## src/rtl/core/scba_pkg.sv

```systemverilog
`default_nettype none
// ----------------------------------------------------------------------------
// scba_pkg
// Shared types and constants of the size class bitmap allocator.
// ----------------------------------------------------------------------------
package scba_pkg;

	localparam int POOL_PAGES = 256;
	localparam int PAGE_W = $clog2(POOL_PAGES);
	localparam int LINK_W = PAGE_W + 1;
	localparam int SLOTS = 128;
	localparam int SLOT_W = $clog2(SLOTS);
	localparam int CLASS_COUNT = 8;
	localparam int CLASS_W = $clog2(CLASS_COUNT);
	localparam int OFFSET_W = 12;
	localparam int ADDR_W = 20;
	localparam int MIN_SHIFT = 5;
	localparam logic [15:0] PAGE_BYTES = 16'd4096;

	typedef logic [PAGE_W-1:0] page_t;
	typedef logic [LINK_W-1:0] link_t;

	localparam link_t NO_PAGE = link_t'(POOL_PAGES);

	typedef enum logic [2:0] {
		STAT_OK        = 3'd0,
		STAT_ZERO      = 3'd1,
		STAT_LARGE     = 3'd2,
		STAT_EXHAUSTED = 3'd3,
		STAT_FOREIGN   = 3'd4
	} status_t;

	typedef enum logic [3:0] {
		S_IDLE,
		S_CHECK,
		S_MTF1,
		S_MTF2,
		S_MTF3,
		S_NEW1,
		S_NEW2,
		S_FREE
	} state_t;

	typedef struct packed {
		page_t              rd_page;
		logic               ow_we;
		page_t              ow_wa;
		logic [CLASS_W:0]   ow_wd;
		logic               bm_we;
		page_t              bm_wa;
		logic [SLOTS-1:0]   bm_wd;
		logic               nx_we;
		page_t              nx_wa;
		link_t              nx_wd;
		logic               pv_we;
		page_t              pv_wa;
		link_t              pv_wd;
	} mem_req_t;

endpackage
`default_nettype wire

```

## src/rtl/core/scba_find.sv

```systemverilog
`default_nettype none
// ----------------------------------------------------------------------------
// scba_find
// Lowest free slot among the slots that a page of the given class holds.
// ----------------------------------------------------------------------------
module scba_find (
	input  wire [scba_pkg::SLOTS-1:0]      bitmap,
	input  wire [scba_pkg::CLASS_W-1:0]    cls,
	output logic                           found,
	output logic [scba_pkg::SLOT_W-1:0]    slot
);
	import scba_pkg::*;

	logic [SLOTS:0]   limit;
	logic [SLOTS-1:0] free_mask;

	always_comb begin
		limit     = (SLOTS+1)'(SLOTS) >> cls;
		found     = 1'b0;
		slot      = '0;
		for (int i = 0; i < SLOTS; i++) begin
			free_mask[i] = !bitmap[i] && ((SLOTS+1)'(i) < limit);
		end
		for (int i = SLOTS - 1; i >= 0; i--) begin
			if (free_mask[i]) begin
				found = 1'b1;
				slot  = SLOT_W'(i);
			end
		end
	end

endmodule
`default_nettype wire

```

## config.mk

```make
export PLATFORM = sky130hd
export DESIGN_NAME = scba_find
export DESIGN_NICKNAME = d
export VERILOG_FILES = /design/src/rtl/core/scba_pkg.sv /design/src/rtl/core/scba_find.sv
export SDC_FILE = /design/constraint.sdc
export NUM_CORES = 1
export LEC_CHECK = 0
export ABC_AREA = 1
export ABC_CLOCK_PERIOD_IN_PS = 5000
export BUFFER_PORTS_ARGS = -buffer_cell sky130_fd_sc_hd__clkbuf_2
export CAP_MARGIN = 20
export CORE_MARGIN = 1
export CORE_UTILIZATION = 43
export DETAILED_ROUTE_END_ITERATION = 10
export GPL_TIMING_DRIVEN = 0
export PLACE_DENSITY_LB_ADDON = 0.1
export SLEW_MARGIN = 20
export SYNTH_ARGS = -nofsm -noshare
export SYNTH_HDL_FRONTEND = slang
export SYNTH_SLANG_ARGS = --single-unit
```

## constraint.sdc

```tcl
create_clock -name vclk -period 5
set_input_delay 0 -clock vclk [all_inputs]
set_output_delay 0 -clock vclk [all_outputs]
set_load 0.05 [all_outputs]
```

* Word-level counts from Yosys, hierarchy flattened
Cells that the tools add are included.
** Storage, ports and cells
- Bits in registers :: 0
- Bits of input ports :: 131
- Output and inout port bits :: 8
** Operators by class
- Magnitude comparators :: 128
- Shift operators :: 1
- Mux-type cells :: 256
- Reduce and logical (&&, ||, !) cells :: 256
** Operators by type and width (number)
- < comparator 7 x 129 -> 1 bit, first input constant :: 64
- < comparator 6 x 129 -> 1 bit, first input constant :: 32
- < comparator 5 x 129 -> 1 bit, first input constant :: 16
- < comparator 4 x 129 -> 1 bit, first input constant :: 8
- two-way mux 7 bit :: 128
- < comparator 3 x 129 -> 1 bit, first input constant :: 4
- < comparator 1 x 129 -> 1 bit, first input constant :: 2
- < comparator 2 x 129 -> 1 bit, first input constant :: 2
- right shift 8 x 3 -> 129 bit, first input constant :: 1
- logical AND 1 bit :: 128
- logical NOT 1 bit :: 128
- two-way mux 1 bit :: 128

* Longest topological paths before layout
- Word-level depth :: 131
- Depth in mapped cells :: 121
- Mapped depth without buffers :: 121

* Worst setup path after synthesis
No wires, ideal clock.
- Kind :: input to output
- From :: input port cls[2] in the netlist's numbering
- To :: output port slot[0] in the netlist's numbering
- Data arrival time :: 5686 ps
- Required time :: 5000 ps
- Path slack :: -686 ps
- Stages :: 121
- Path buffers :: 0
- Cells stage by stage :: inv_2 -> nand2_4 -> nor2_8 -> nand3_2 -> nand2_1 -> nand2_1 -> nand2_1 -> nand2_1 -> nand2_1 -> nand2_1 -> nand2_1 -> nand2_1 -> nand2_1 -> nand2_1 -> nand2_1 -> nand2_1 -> nand2_1 -> nand2_1 -> [85 not listed] -> nand2_1 -> nand2_1 -> nand2_1 -> nand2_1 -> nand2_1 -> nand2_1 -> nand2_1 -> nand2_1 -> nand2_1 -> nand2_1 -> nand2_1 -> nand2_1 -> nand2_1 -> nand2_1 -> nand2_1 -> nand2_1 -> nand2_1 -> a21oi_2
** Between the ends
- Word-level cells in the longest chain between the ends :: 131
- Elaborated cells on any way between the ends :: 385
- Those cells by class :: 128 x order compare; 1 x shift; 128 x mux; 128 x reduce/logical
** Ends and longest elaborated chain
- start: declaration :: RTL line scba_find.sv:8 : input wire [scba_pkg::CLASS_W-1:0] cls,
- right shift 8 x 3 -> 129 bit * :: RTL line scba_find.sv:18 : limit = (SLOTS+1)'(SLOTS) >> cls;
- < comparator 7 x 129 -> 1 bit :: RTL line scba_find.sv:22 : free_mask[i] = !bitmap[i] && ((SLOTS+1)'(i) < limit);
- logical AND 1 bit :: RTL line scba_find.sv:22
- two-way mux 7 bit (127 in series) :: RTL line scba_find.sv:25 : if (free_mask[i]) begin
- two-way mux 7 bit * :: RTL line scba_find.sv:25
- end: declaration :: RTL line scba_find.sv:10 : output logic [scba_pkg::SLOT_W-1:0] slot
Every way passes the cells marked *; elsewhere a longest branch is shown, timed or not.

* Final worst setup path
Same ends and word-level chain as after synthesis.

==> impl_metrics.toml <==
[run_status]
status = "complete, but fails checks"
violations = "negative setup slack"

[timing]
worstMarginPinSlew_ps = 497.5
fin_crit_sh_pct = 125.7
slew_viol_final = 0
timing.slew.headroom_pct = 66.53
timing.final.ws_setup_ps = -1283
fin_crit_ps = 6283
setup_viol = 2
max_freq_ghz = 0.1592
fin_setup_tns_ps = -2213
rsz0062_at_grt = "yes"
hold_viol_final = 0

[clock_tree]
cts.hold.buffers_added = 0

[routing]
drc = 0
ant_nets = 0
drt_wl_total_um = 7454
wl_per_cell_um = 8.749
drtPass1Iterations = 4
drt-initial-drc-count = 104
num_vias = 3948
vias_per_cell = 4.634

[global_route]
grt_usage_pct = 23.35
grt_max_degree = 11
grt_pass1_wl_um = 12470
grt_antenna_before_repair = 0
first_global_vias = 3320
overflow = 0

[setup_path]
end_kind = "primary output"
path_common_cell = "nand2_1"
startpoint = "cls[2]"
cp.arrival_ps = 6280
cpPeakStageDelay_ps = 160
crit_type = "in2out"
critical_path.endpoint = "slot[0]"
critical_path.startpoint_type = "primary input"
slowest_stage = "buf_8"
critPathRequiredTime_ps = 5000
crit_fanout = 6

[cells_and_area]
design.seq.count = 0
final_nets = 913
fill_cells = 584
diodes = 0
final_area_mm2 = 0.003674
drive_above_1_share_pct = 23.33
clock_buffers = 0
instances_no_fill = 852
register_area_um2 = 0
area_growth_pct = 45.63
multi_input_area_mm2 = 0.002039

[floorplan]
fp.dieH_um = 78.59
die-width_um = 78.59
fp.coreArea_mm2 = 0.005574
num_rows = 27
initial_core_util_pct = 45.25
ios = 139
die_area_mm2 = 0.006176

[synth]
synth_fp_nets = 751
avgSynthCellArea_um2 = 4.068
yosysSeqAreaShare_pct = 0
synthesis.area_mm2 = 0.002522
synth_cells = 620
synth.distinct_cells = 28
yosys_warnings = 0

[pwr]
irDropWorstVdd_mv = 0.04873
p_per_area_mw_per_mm2 = 91.57
p_leak_nw = 2.392
power.total_uw = 336.4

[placement]
dp.final_hpwl_um = 6204
postPlaceCellArea_mm2 = 0.003327
placed_cells = 831
io_buffer_count = 139
gp_congestion = 0.8249

[min_path]
hold_start = "bitmap[0]"
hold_class = "in2out"

[job]
max_cap_violations = 0
## kinds of logic after synthesis
logic type	Yosys count	synth area share, %
and+or+nand+nor	433	68.50
buffers and inverters	141	21.03
AOI/OAI and AO/OA	46	10.47
## cells in the final DEF (no fill, tap or decap), types with 2 or more instances in the layout
| cell type | netlist | final |
|---|---|---|
| a21oi_1 | 10 | 8 |
| a21oi_4 | 0 | 2 |
| a31oi_1 | 2 | 2 |
| buf_4 | 0 | 11 |
| buf_6 | 0 | 10 |
| buf_8 | 0 | 7 |
| clkbuf_1 | 10 | 6 |
| clkbuf_2 | 0 | 135 |
| inv_1 | 122 | 122 |
| inv_2 | 6 | 3 |
| inv_4 | 0 | 2 |
| nand2_1 | 241 | 240 |
| nand3_1 | 15 | 14 |
| nand3_2 | 1 | 2 |
| nand4_1 | 7 | 7 |
| nor2_1 | 148 | 147 |
| nor3_1 | 9 | 9 |
| nor4_1 | 8 | 8 |
| o21ai_0 | 22 | 22 |
| o21ai_1 | 2 | 2 |
| o21bai_1 | 3 | 3 |
## synth_stat cells
master | number | area (um2)
nand2_1 | 241 | 904.6
nor2_1 | 148 | 555.5
inv_1 | 122 | 457.9
o21ai_0 | 22 | 110.1
nand3_1 | 15 | 75.07
a21oi_1 | 10 | 50.05
clkbuf_1 | 10 | 37.54
nor3_1 | 9 | 45.04
nor4_1 | 8 | 50.05
nand4_1 | 7 | 43.79
inv_2 | 6 | 22.52
o21bai_1 | 3 | 22.52
a211oi_1 | 2 | 15.01
a31oi_1 | 2 | 12.51
o21ai_1 | 2 | 10.01
a21oi_2 | 1 | 8.760
a311oi_1 | 1 | 8.760
and2_1 | 1 | 6.260
and3_1 | 1 | 6.260
buf_1 | 1 | 3.750
buf_2 | 1 | 5.000
clkinv_1 | 1 | 3.750
nand2_4 | 1 | 11.26
nand3_2 | 1 | 10.01
nor2_8 | 1 | 20.02
o211a_1 | 1 | 10.01
o31ai_1 | 1 | 7.510
o41ai_1 | 1 | 8.760
## final cells by class
class,count,share of cell area [%]
Timing Repair Buffer,161,25.78
Multi-Input combinational cell,479,55.52
Tap cell,72,2.452
Buffer,11,2.725
Inverter,129,13.52
## critical path: cells and delay by family
kind / cells / cell delay (ps)
AND/OR/NAND/NOR: 119 / 5840
buffers and inverters: 3 / 310
AO/OA/AOI/OAI: 1 / 140
## per-layer routing
| metal | track usage (%) | vias up | wire length, um |
|---|---|---|---|
| li1 | - | 2167 | - |
| met1 | 27.60 | 1670 | 3261 |
| met2 | 46.35 | 103 | 3763 |
| met3 | 1.860 | 8 | 391 |
| met4 | 1.852 | 0 | 37 |
| met5 | 0 | - | 0 |
## where the power goes
part / switching (mW) / internal, mW
clock: 0 / 0
combinational: 0.191 / 0.146
sequential: 0 / 0
total: 0.191 / 0.146
## per-stage QoR
step / worst slack [ps] / util (%) / hold WS, ps
finish: -1283 / 65.90 / 446.3
global route: -2651 / 65.90 / 465.2
global placement: -1304 / 59.69 / 470.7
CTS: -1265 / 64.13 / 461.3
floorplan: -539.0 / - / 242.8
detailed placement: -1382 / 59.69 / 469.3
## worst min path at each step
stage | cells past startpoint | slack (ps) | to
detailed placement | 4 | 470 | slot[2]
global route | 4 | 470 | slot[1]
CTS | 4 | 460 | slot[0]
finish | 4 | 450 | slot[1]
floorplan | 2 | 240 | slot[0]
global placement | 4 | 470 | slot[2]
## repair_timing
action / 4_1_cts / 5_1_grt
setup buffers: 13 / 10
setup endpoints to repair: 2 / 2
pin swaps: 11 / 11
resized for setup: 35 / 16
No activity file was read; power rests on OpenSTA's default activity.
